### src/rtl/oppe_pkg.sv
package oppe_pkg;

    typedef struct packed {
        logic [31:0] price;
        logic        last_step;
        logic        clear_totals;
    } t_in_item;

    typedef struct packed {
        logic [41:0] path_payoff;
        logic [10:0] path_entries;
        logic [62:0] total_payoff;
        logic [39:0] total_entries;
    } t_out_item;

    localparam logic [2:0] CFG_KIND    = 3'd0;
    localparam logic [2:0] CFG_STYLE   = 3'd1;
    localparam logic [2:0] CFG_MODE    = 3'd2;
    localparam logic [2:0] CFG_STRIKE  = 3'd3;
    localparam logic [2:0] CFG_BARRIER = 3'd4;
    localparam logic [2:0] CFG_DISC    = 3'd5;

    localparam logic [2:0] MODE_PLAIN = 3'd0;
    localparam logic [2:0] MODE_AS_FP = 3'd1;
    localparam logic [2:0] MODE_AS_FS = 3'd2;
    localparam logic [2:0] MODE_BA_UI = 3'd3;
    localparam logic [2:0] MODE_BA_UO = 3'd4;
    localparam logic [2:0] MODE_BA_DI = 3'd5;
    localparam logic [2:0] MODE_BA_DO = 3'd6;

    localparam logic STYLE_EU = 1'b0;
    localparam logic STYLE_AM = 1'b1;

    localparam logic KIND_CALL = 1'b0;
    localparam logic KIND_PUT  = 1'b1;

    localparam logic [41:0] M42 = {42{1'b1}};
    localparam logic [62:0] M63 = {63{1'b1}};
    localparam logic [39:0] M40 = {40{1'b1}};
    localparam logic [31:0] ONE_Q131 = 32'h8000_0000;

endpackage

### src/rtl/oppe_divider.sv
module oppe_divider
    import oppe_pkg::*;
#(
    parameter int CW = 11
) (
    input  logic          i_clk,
    input  logic          i_rst_n,
    input  logic          i_start,
    input  logic [41:0]   i_num,
    input  logic [CW-1:0] i_den,
    output logic          o_done,
    output logic [41:0]   o_quo
);
    localparam int NB = 42;
    localparam logic [5:0] LASTBIT = 6'(NB - 1);

    logic [41:0]   r_quo;
    logic [CW:0]   r_rem;
    logic [5:0]    r_bit;
    logic          r_busy;
    logic          r_done;
    logic [CW:0]   w_sh;
    logic [CW:0]   w_den;

    assign w_den = {1'b0, i_den};
    assign w_sh  = {r_rem[CW-1:0], r_quo[41]};

    always_ff @(posedge i_clk) begin
        if (!i_rst_n) begin
            r_busy <= 1'b0;
            r_done <= 1'b0;
        end else begin
            r_done <= 1'b0;
            if (i_start) begin
                r_busy <= 1'b1;
                r_bit  <= LASTBIT;
            end else if (r_busy) begin
                if (r_bit == '0) begin
                    r_busy <= 1'b0;
                    r_done <= 1'b1;
                end
                r_bit <= r_bit - 6'd1;
            end
        end
    end

    // restoring division, one quotient bit per cycle
    always_ff @(posedge i_clk) begin
        if (i_start) begin
            r_quo <= i_num;
            r_rem <= '0;
        end else if (r_busy) begin
            if (w_sh >= w_den) begin
                r_rem <= w_sh - w_den;
                r_quo <= {r_quo[40:0], 1'b1};
            end else begin
                r_rem <= w_sh;
                r_quo <= {r_quo[40:0], 1'b0};
            end
        end
    end

    assign o_done = r_done;
    assign o_quo  = r_quo;
endmodule

### src/rtl/option_path_payoff_engine_top.sv
// Option path payoff engine.
// Input channel: one item per path step (price Q16.16, last_step, clear_totals),
// valid/stall handshake; o_in_stall is high while an item is being worked on.
// Output channel: one item per path end (path payoff, entries, run totals), held
// in an output register until the receiver drops i_out_stall.
// Steps after an accepted item: S_DISC issues the discount product and starts the
// 42-bit restoring divider that forms the running average (one quotient bit per
// cycle), S_DUPD loads the new discount, S_DIV waits on the divider, S_GAIN and
// S_ACC form the discounted payoff, S_FIN accumulates and loads the output register.
// A new item is taken only once the block is back in S_IDLE.
// A waiting result does not block the input; a path end that finds the output
// register full and stalled holds in S_FIN until the receiver takes it.
// Configuration: plain write port, index 0..5 as in the register list; write
// only while idle.
// Reset (synchronous, active low): clears path state, run totals and configuration
// registers; step discount returns to 1.0 in Q1.31.
// A stalled receiver holds the output item; a following path end then waits.
module option_path_payoff_engine_top
    import oppe_pkg::*;
#(
    parameter int MAX_STEPS = 1024
) (
    input  logic      i_clk,
    input  logic      i_rst_n,
    input  logic      i_in_valid,
    output logic      o_in_stall,
    input  t_in_item  i_in_item,
    output logic      o_out_valid,
    input  logic      i_out_stall,
    output t_out_item o_out_item,
    input  logic      i_cfg_we,
    input  logic [2:0] i_cfg_index,
    input  logic [31:0] i_cfg_data
);
    localparam int CW = $clog2(MAX_STEPS + 1);
    localparam logic [CW-1:0] LIM = CW'(MAX_STEPS);

    localparam logic [2:0] S_IDLE = 3'd0;
    localparam logic [2:0] S_DISC = 3'd1;
    localparam logic [2:0] S_DIV  = 3'd2;
    localparam logic [2:0] S_GAIN = 3'd3;
    localparam logic [2:0] S_ACC  = 3'd4;
    localparam logic [2:0] S_FIN  = 3'd5;
    localparam logic [2:0] S_DUPD = 3'd6;

    logic        r_kind, r_style;
    logic [2:0]  r_mode;
    logic [31:0] r_strike, r_barrier, r_sdisc;

    logic [2:0]    r_state;
    logic [CW-1:0] r_cnt;
    logic [41:0]   r_sum;
    logic [31:0]   r_disc;
    logic          r_crossed;
    logic [41:0]   r_pacc;
    logic [62:0]   r_tot;
    logic [39:0]   r_tent;
    logic [31:0]   r_price;
    logic          r_last;
    logic [31:0]   r_avg;
    logic [41:0]   r_dgain;
    logic          r_ovalid;
    t_out_item     r_out;

    // shared multiplier: operands chosen by state, product registered
    logic [31:0] w_ma, w_mb;
    logic [63:0] r_prod;
    logic [32:0] w_mq;
    logic        w_div_start, w_div_done;
    logic [41:0] w_quo;
    logic [31:0] w_gain;
    logic        w_in_mode, w_out_mode, w_end;
    logic [42:0] w_psum, w_pacc;
    logic [41:0] w_pnew;
    logic [41:0] w_val;
    logic [63:0] w_tsum;
    logic [40:0] w_esum;
    logic [39:0] w_ent;
    logic        w_fin_hold, w_load;

    assign w_in_mode  = (r_mode == MODE_BA_UI) || (r_mode == MODE_BA_DI);
    assign w_out_mode = (r_mode == MODE_BA_UO) || (r_mode == MODE_BA_DO);

    always_comb begin
        case (r_mode)
            MODE_AS_FP: w_gain = r_kind ? ((r_avg > r_price) ? r_avg - r_price : '0)
                                        : ((r_price > r_avg) ? r_price - r_avg : '0);
            MODE_AS_FS: w_gain = r_kind ? ((r_strike > r_avg) ? r_strike - r_avg : '0)
                                        : ((r_avg > r_strike) ? r_avg - r_strike : '0);
            default:    w_gain = r_kind ? ((r_strike > r_price) ? r_strike - r_price : '0)
                                        : ((r_price > r_strike) ? r_price - r_strike : '0);
        endcase
    end

    assign w_ma = (r_state == S_DISC) ? r_disc : w_gain;
    assign w_mb = (r_state == S_DISC) ? r_sdisc : r_disc;
    assign w_mq = r_prod[63:31];

    assign w_div_start = (r_state == S_DISC);

    oppe_divider #(.CW(CW)) u_div (
        .i_clk   (i_clk),
        .i_rst_n (i_rst_n),
        .i_start (w_div_start),
        .i_num   (r_sum),
        .i_den   (r_cnt),
        .o_done  (w_div_done),
        .o_quo   (w_quo)
    );

    assign w_end  = r_last || (r_cnt >= LIM);
    assign w_pacc = {1'b0, r_pacc} + {1'b0, r_dgain};
    // path accumulator including this step's entry
    assign w_pnew = (r_style == STYLE_AM && (!w_in_mode || r_crossed))
                  ? (w_pacc[42] ? M42 : w_pacc[41:0]) : r_pacc;

    always_comb begin
        if (r_style == STYLE_EU) begin
            if (w_in_mode)       w_val = r_crossed ? r_dgain : '0;
            else if (w_out_mode) w_val = r_crossed ? '0 : r_dgain;
            else                 w_val = r_dgain;
            w_ent = 40'd1;
        end else begin
            w_val = (w_out_mode && r_crossed) ? '0 : w_pnew;
            w_ent = 40'(r_cnt);
        end
    end
    assign w_tsum = {1'b0, r_tot} + {22'd0, w_val};
    assign w_esum = {1'b0, r_tent} + {1'b0, w_ent};
    assign w_psum = {1'b0, r_sum} + {11'd0, i_in_item.price};

    // hold the path end while the previous item still waits under stall
    assign w_fin_hold = w_end && r_ovalid && i_out_stall;
    assign w_load     = (r_state == S_FIN) && w_end && !w_fin_hold;

    always_ff @(posedge i_clk) begin
        r_prod <= w_ma * w_mb;
    end

    always_ff @(posedge i_clk) begin
        if (!i_rst_n) begin
            r_kind <= 1'b0; r_style <= STYLE_EU; r_mode <= MODE_PLAIN;
            r_strike <= '0; r_barrier <= '0; r_sdisc <= ONE_Q131;
        end else if (i_cfg_we) begin
            unique case (i_cfg_index)
                CFG_KIND:    r_kind    <= i_cfg_data[0];
                CFG_STYLE:   r_style   <= i_cfg_data[0];
                CFG_MODE:    r_mode    <= i_cfg_data[2:0];
                CFG_STRIKE:  r_strike  <= i_cfg_data;
                CFG_BARRIER: r_barrier <= i_cfg_data;
                CFG_DISC:    r_sdisc   <= i_cfg_data;
                default: ;
            endcase
        end
    end

    always_ff @(posedge i_clk) begin
        if (!i_rst_n) begin
            r_state <= S_IDLE; r_cnt <= '0; r_sum <= '0; r_disc <= ONE_Q131;
            r_crossed <= 1'b0; r_pacc <= '0; r_tot <= '0; r_tent <= '0;
            r_ovalid <= 1'b0;
        end else begin
            if (w_load)                        r_ovalid <= 1'b1;
            else if (r_ovalid && !i_out_stall) r_ovalid <= 1'b0;
            unique case (r_state)
                S_IDLE: begin
                    if (i_in_valid && !o_in_stall) begin
                        // take the step: count, sum, barrier check
                        if (i_in_item.clear_totals) begin
                            r_tot <= '0; r_tent <= '0;
                        end
                        r_price <= i_in_item.price;
                        r_last  <= i_in_item.last_step;
                        r_cnt   <= r_cnt + CW'(1);
                        r_sum   <= w_psum[42] ? M42 : w_psum[41:0];
                        if ((r_mode == MODE_BA_UI || r_mode == MODE_BA_UO)
                                && i_in_item.price >= r_barrier)
                            r_crossed <= 1'b1;
                        if ((r_mode == MODE_BA_DI || r_mode == MODE_BA_DO)
                                && i_in_item.price <= r_barrier)
                            r_crossed <= 1'b1;
                        r_state <= S_DISC;
                    end
                end
                S_DISC: r_state <= S_DUPD;
                S_DUPD: begin
                    // discount product is ready: load the new discount
                    r_disc  <= (w_mq[32]) ? '1 : w_mq[31:0];
                    r_state <= S_DIV;
                end
                S_DIV: begin
                    if (w_div_done) begin
                        r_avg   <= (w_quo[41:32] != '0) ? '1 : w_quo[31:0];
                        r_state <= S_GAIN;
                    end
                end
                S_GAIN: r_state <= S_ACC;
                S_ACC: begin
                    r_dgain <= 42'(r_prod[63:31]);
                    r_state <= S_FIN;
                end
                S_FIN: begin
                    if (!w_fin_hold) begin
                        if (w_end) begin
                            r_out.path_payoff   <= w_val;
                            r_out.path_entries  <= 11'(w_ent);
                            r_out.total_payoff  <= w_tsum[63] ? M63 : w_tsum[62:0];
                            r_out.total_entries <= w_esum[40] ? M40 : w_esum[39:0];
                            r_tot  <= w_tsum[63] ? M63 : w_tsum[62:0];
                            r_tent <= w_esum[40] ? M40 : w_esum[39:0];
                            r_cnt <= '0; r_sum <= '0; r_disc <= ONE_Q131;
                            r_crossed <= 1'b0; r_pacc <= '0;
                        end else begin
                            r_pacc <= w_pnew;
                        end
                        r_state <= S_IDLE;
                    end
                end
                default: r_state <= S_IDLE;
            endcase
        end
    end

    assign o_in_stall  = (r_state != S_IDLE);
    assign o_out_valid = r_ovalid;
    assign o_out_item  = r_out;
endmodule

### config.mk
export PLATFORM = sky130hd
export DESIGN_NAME = option_path_payoff_engine_top
export DESIGN_NICKNAME = d
export VERILOG_FILES = /design/src/rtl/oppe_pkg.sv /design/src/rtl/oppe_divider.sv /design/src/rtl/option_path_payoff_engine_top.sv
export SDC_FILE = /design/constraint.sdc
export NUM_CORES = 2
export LEC_CHECK = 0
export ABC_AREA = 1
export BUFFER_PORTS_ARGS = -buffer_cell sky130_fd_sc_hd__clkbuf_2
export CAP_MARGIN = 20
export CORE_ASPECT_RATIO = 1.1
export CORE_MARGIN = 2
export CORE_UTILIZATION = 65
export DETAILED_ROUTE_END_ITERATION = 8
export PLACE_DENSITY = 0.85
export SLEW_MARGIN = 15
export SYNTH_ARGS = -nofsm -noshare
export SYNTH_HDL_FRONTEND = slang
export SYNTH_SLANG_ARGS = --single-unit
export TNS_END_PERCENT = 1
### constraint.sdc
create_clock -name i_clk -period 17.05 [get_ports i_clk]
set_clock_uncertainty 0.05 [all_clocks]
set_input_delay 3.41 -clock i_clk [delete_from_list [all_inputs] [get_ports i_clk]]
set_output_delay 3.41 -clock i_clk [all_outputs]
set_load 0.01 [all_outputs]
# Word level (Yosys, flattened, before mapping)
# Cells that the tools add are included.
dict set report word_totals {
  reg_bits 715
  input_bits 74
  word_cells 194
}
dict set report classes {
  addsub 13
  n_mul 1
  n_lt_le_gt_ge 10
  eq_ne 23
  mux 68
  bitwise_logic 3
  n_reduce_logical 47
}
# operator count
set ops {}
lappend ops {{2-to-1 mux 42 bit} 11}
lappend ops {{2-to-1 mux 32 bit} 14}
lappend ops {{2-to-1 mux 63 bit} 5}
lappend ops {{2-to-1 mux 40 bit} 5}
lappend ops {{> comparator 32 bit} 6}
lappend ops {{subtractor 32 bit} 6}
lappend ops {{2-to-1 mux 33 bit} 4}
lappend ops {{one-hot mux 32 bit (2 select lines)} 2}
lappend ops {{one-hot mux 63 bit (2 select lines)} 1}
lappend ops {{one-hot mux 42 bit (2 select lines)} 1}
lappend ops {{one-hot mux 40 bit (2 select lines)} 1}
lappend ops {{adder 63 x 42 -> 64 bit} 1}
lappend ops {{multiplier 32 x 32 -> 64 bit} 1}
lappend ops {{2-to-1 mux 11 bit} 5}
lappend ops {{adder 42 x 32 -> 43 bit} 1}
lappend ops {{adder 42 x 33 -> 43 bit} 1}
lappend ops {{adder 40 x 40 -> 41 bit} 1}
lappend ops {{>= comparator 32 bit} 1}
lappend ops {{less-or-equal comparator 32 bit} 1}
lappend ops {{equality test 3 bit, second input constant} 8}
lappend ops {{one-hot mux 11 bit (2 select lines)} 1}
lappend ops {{one-hot mux 3 bit (7 select lines)} 1}
lappend ops {{equality test 3 x 2 -> 1 bit, second input constant} 6}
lappend ops {{AND reduction 2 bit} 9}
lappend ops {{other kinds (26)} 72}

# Depth between registers and ports, before layout
dict set report depth {
  word_depth 13
  mapped_depth 53
  depth_no_buf 49
}

# Hierarchy
# Synthesis repeated with hierarchy kept, for this count alone.
dict set report unflattened {
  cells_unflattened 10565
  area_unflattened_um2 80699.9
}
# mod instances cells_each area_per_inst_um2 seq_area_each_um2
set by_module_without_submodules {}
lappend by_module_without_submodules {option_path_payoff_engine_top 1 10133 77220.3 15014.4}
lappend by_module_without_submodules {oppe_divider 1 432 3479.6 1701.6}

# Least setup slack after synthesis
# OpenSTA, ideal clock, no wires.
dict set report synth_path {
  kind {in2reg}
  start {input i_rst_n}
  end {register r_out (netlist bit o_out_item[0]), enable pin}
  arrival_time_ns 14.479
  t_required_ns 16.136
  slack_ns 1.657
  path_stages 4
  path_cell_list {clkinv_1 -> clkbuf_1 -> clkbuf_1 -> nor3_1}
}
dict set report synth_between {
  elab_chain_cells 1
}
# item line_no
set synth_lines {}
lappend synth_lines {{from (decl)} option_path_payoff_engine_top.sv:24} ;# input logic i_rst_n,
lappend synth_lines {{AND reduction 4 bit (no source line)} --}
lappend synth_lines {{to (decl)} option_path_payoff_engine_top.sv:63} ;# t_out_item r_out;
# Every way passes these cells.
# A chain may end at the register's enable or synchronous reset.

# Worst setup path after layout
dict set report layout_path {
  start {register r_price[6]}
  end {register r_prod[40]}
}
dict set report layout_between {
  elab_chain_cells 6
  word_cells_on_any_way 17
  cone_classes {add/sub: 4; mul: 1; order compare: 4; mux: 8}
}
# item line_no
set layout_lines {}
lappend layout_lines {{from (decl)} option_path_payoff_engine_top.sv:58} ;# logic [31:0] r_price;
lappend layout_lines {{from (signal assigned)} option_path_payoff_engine_top.sv:172} ;# r_price <= i_in_item.price;
lappend layout_lines {{subtractor 32 bit (tied with other cells)} option_path_payoff_engine_top.sv:91} ;# : ((r_price > r_strike) ? r_price - r_strike : '0);
lappend layout_lines {{2-to-1 mux 32 bit, on equally long branches} --}
lappend layout_lines {{2-to-1 mux 32 bit, on equally long branches} {option_path_payoff_engine_top.sv:90, option_path_payoff_engine_top.sv:86}}
lappend layout_lines {{one-hot mux 32 bit (2 select lines) (*)} option_path_payoff_engine_top.sv:85} ;# case (r_mode)
lappend layout_lines {{2-to-1 mux 32 bit (*)} option_path_payoff_engine_top.sv:95} ;# assign w_ma = (r_state == S_DISC) ? r_disc : w_gain;
lappend layout_lines {{multiplier 32 x 32 -> 64 bit (*)} option_path_payoff_engine_top.sv:137} ;# r_prod <= w_ma * w_mb;
lappend layout_lines {{to (signal assigned)} option_path_payoff_engine_top.sv:137}
lappend layout_lines {{to (decl)} option_path_payoff_engine_top.sv:67} ;# logic [63:0] r_prod;
# Mark *: on every way between the ends. The rest lies on a longest branch, timed or not.

==> parameters.txt <==
Parameter                              Value

Setup path
  Worst setup path category    reg2reg
  R2r endpoint    r_prod[40]
  Worst-case register-to-register setup slack    5.46 ns
  Worst flop-to-flop path startpoint    r_price[6]
  Crit start category    register
  Most prevalent standard cell on the critical path    sky130_fd_sc_hd__nand2_1
  Critical Path Max Stage Delay    1.17 ns
  End point of the critical path    r_prod[40]
  CP startpoint    r_price[6]
  Slowest stage cell, crit path    sky130_fd_sc_hd__nand2_1
  R2r worst-path depth    38
  Endpoint type of the worst setup path    register
  WP buf/inv    6
  Worst Path Arrival    12.12 ns
  Required time of the critical path    17.58 ns
  Maximum fanout count along the critical path    32
  Cell depth of the worst setup path    38
  CP delay by family, top    adder cells

Synthesis
  Avg Cell Area, Syn    7.67 um^2
  Xor and xnor fraction of the mapped netlist area    0.0321
  Synth top area cells    sky130_fd_sc_hd__fa_1, sky130_fd_sc_hd__edfxtp_1, sky130_fd_sc_hd__ha_1, sky130_fd_sc_hd__dfxtp_1, sky130_fd_sc_hd__nand2_1
  Post-synthesis instance total    10400
  Commonest register cell after synthesis    sky130_fd_sc_hd__dfxtp_1
  Post-synth net total    12000
  Sequential fraction of the synthesis area    0.209
  Simple-gate share of the synthesized area    0.186
  Share of cell area taken by muxes after synthesis    0
  Post-synth EDFFs    302
  Compound-gate portion of the synthesized area    0.136
  Dominant cell type by area after synthesis    sky130_fd_sc_hd__fa_1
  Unique masters post-synth    68
  Flops & latches, synth    684
  Leading post-synthesis cells by instance count    sky130_fd_sc_hd__nand2_1, sky130_fd_sc_hd__inv_1, sky130_fd_sc_hd__nor2_1
  Synthesized-area fraction occupied by adder cells    0.323
  Fraction of post-synthesis cell area in the top cell type by area    0.227
  Yosys Warn Count    0
  Syn Std Cell Area    79900 um^2
  Share of async-settable or async-resettable flops after synthesis    0
  Most frequently used cell type in the post-synthesis netlist    sky130_fd_sc_hd__nand2_1
  Main combinational cell family by area after synthesis    adder cells

Floorplan
  Core ar.    122000 um^2
  Floorplan die height    372 um
  Initial cell density of the core    0.657
  DIE AREA    126000 um^2
  Standard-cell row count    134
  Boundary Pins    232
  Die boundary width    338 um

Cells and area
  Core occupancy in the finished layout    0.699
  Total non-filler cell area in the finished layout    85100 um^2
  Synth-to-Final Area Change    6.50%
  # nets final    12000
  Fin cells    12200
  Ratio of cells with drive above 1 in the final layout    0.0638

Clock network
  TritonCTS clock tree    yes
  Clock buffer count from CTS    77
  Post-CTS Resized    0
  Buffers from clock root to sink, at most    3
  H-tree Lvls    3
  Clock Root Buffer    sky130_fd_sc_hd__clkbuf_16
  Post-CTS Setup Inserts    0
  CTS sink cnt    684
  Clock slew at reported path FFs    0.06 ns
  Cts-stage hold buffer count    0
  Clock latency on the worst-skew pair    0.73 ns

Timing
  Final Hold Violating Endpoints    0
  Total Neg Setup Slack    0 ns
  Max-slew violation total from the final report    0
  Final Cycle Share    0.680
  Final critical-path required period    11.59 ns
  Max frequency    86.3 MHz
  Total setup violations reported at the end of the flow    0
  Final setup slack of the worst path    5.46 ns
  Least-Margin Pin Slew    1.33 ns
  Min Hold Slack    0.408 ns
  Relative slew slack    0.109
  Setup repair after global routing missed its margin    false

Detailed routing
  Total detailed-routing wirelength    303 mm
  Routed via count    76800
  Number of nets with antenna violations after detailed routing    0
  Final routed wire length divided by cell count    24.9 um
  Detailed-route vias per instance    6.31
  DRC violation count after routing    2
  Iter 0 DRT Violations    9770
  Detailed-routing iteration count for the pre-antenna-repair pass    9

Pwr
  Switching power    5.48 mW
  Pwr Density    122 nW/um^2
  Flop pwr share    0.213
  Worst-case vdd ir drop    0.131 mV
  Final total power    10.4 mW
  Sw Share    0.528
  Share of power burned in combinational logic    0.616
  Clock Power Share    0.170
  Int Power    4.89 mW
  Reported leakage power    39.5 nW

Placement
  IO buf count    231
  DP Cell Count    12000
  Weighted congestion reported at the end of routability-driven placement    1.11
  Placement Setup Slack    6.05 ns
  Half-perimeter wire length of the detailed placement result    238 mm
  Cell area after placement    82300 um^2

Min path
  Hold Path Cell Cnt    2
  Worst min-delay path class    reg2reg

GRT
  Number of global-route vias before repair    75800
  Pin count of the biggest net entering global routing    103
  Overall fraction of global-route tracks in use    0.477
  Wire length of the first global-routing pass    449 mm
  Final global-route overflow total    0
  Initial antenna violation count    30

Outcome
  Violations in the final reports    design-rule violations
  Outcome    finished, violations left

Flow run
  Count of maximum capacitance violations    0
worst min path at each step:
stage	start	to	slack [ns]
floorplan	r_prod[31]	r_dgain[0]	0.35
global placement	r_sdisc[12]	r_sdisc[12]	0.39
detailed placement	r_sdisc[11]	r_sdisc[11]	0.40
CTS	r_sdisc[22]	r_sdisc[22]	0.41
global route	r_sdisc[9]	r_sdisc[9]	0.43
finish	r_sdisc[6]	r_sdisc[6]	0.41
registers in the layout, indices dropped and copies added, names as in the netlist, 3 cells and up:
register and cells:
o_out_item 156, r_tot 63, r_pacc 42, r_sum 42
u_div.o_quo 42, r_tent 40, r_dgain 33, r_prod 33
r_avg 32, r_barrier 32, r_disc 32, r_price 32
r_sdisc 32, r_strike 32, r_cnt 11, u_div.r_rem 11
u_div.r_bit 6, r_mode 3, r_state 3
worst min-delay path, cell delays in order (launching register included):
cell	delay, ns
sky130_fd_sc_hd__dfxtp_1	0.30
sky130_fd_sc_hd__inv_1	0.06
sky130_fd_sc_hd__a21oi_1	0.05
cells in the final DEF (no fill, tap or decap), drive strengths merged, types with 302 or more instances in the layout:
master,n
a21oi,873
dfxtp,382
nor2,1103
clkbuf,324
ha,616
fa,906
nand2,2037
o21ai,594
inv,1933
edfxtp,302
power groups by stage:
stage          Combinational [mW]  Sequential, mW  Clock, mW
2_1_floorplan                3.82            2.08          0
3_3_place_gp                 5.81            2.20          0
3_5_place_dp                 5.94            2.21          0
4_1_cts                      6.00            2.18       1.77
5_1_grt                      6.70            2.21       1.82
6_report                     6.39            2.21       1.76
per-layer routing:
metal	track usage	up-vias	wire (um)
met2	0.700	5873	125000
met3	0.190	1628	46100
li1	-	33100	-
met4	0.329	28	25800
met5	0.00530	-	310
met1	0.575	36200	106000
layout make-up:
class                           instances  area (um^2)
Inverter                             1940         7290
Antenna cell                           26         65.1
Multi-Input combinational cell       7413        54400
Fill cell                           10000        36600
Sequential cell                       684        16700
Clock buffer                           93         2060
Clock inverter                         51          614
Timing Repair Buffer                  335         1960
Tap cell                             1632         2040
kinds of logic after synthesis:
family,after synthesis
and+or+nand+nor,3666
buffers and inverters,2328
AOI/OAI and AO/OA,1932
adders and majority gates,1522
DFF,684
xor gates and xnor gates,293
No activity file was read; power rests on OpenSTA's default activity.
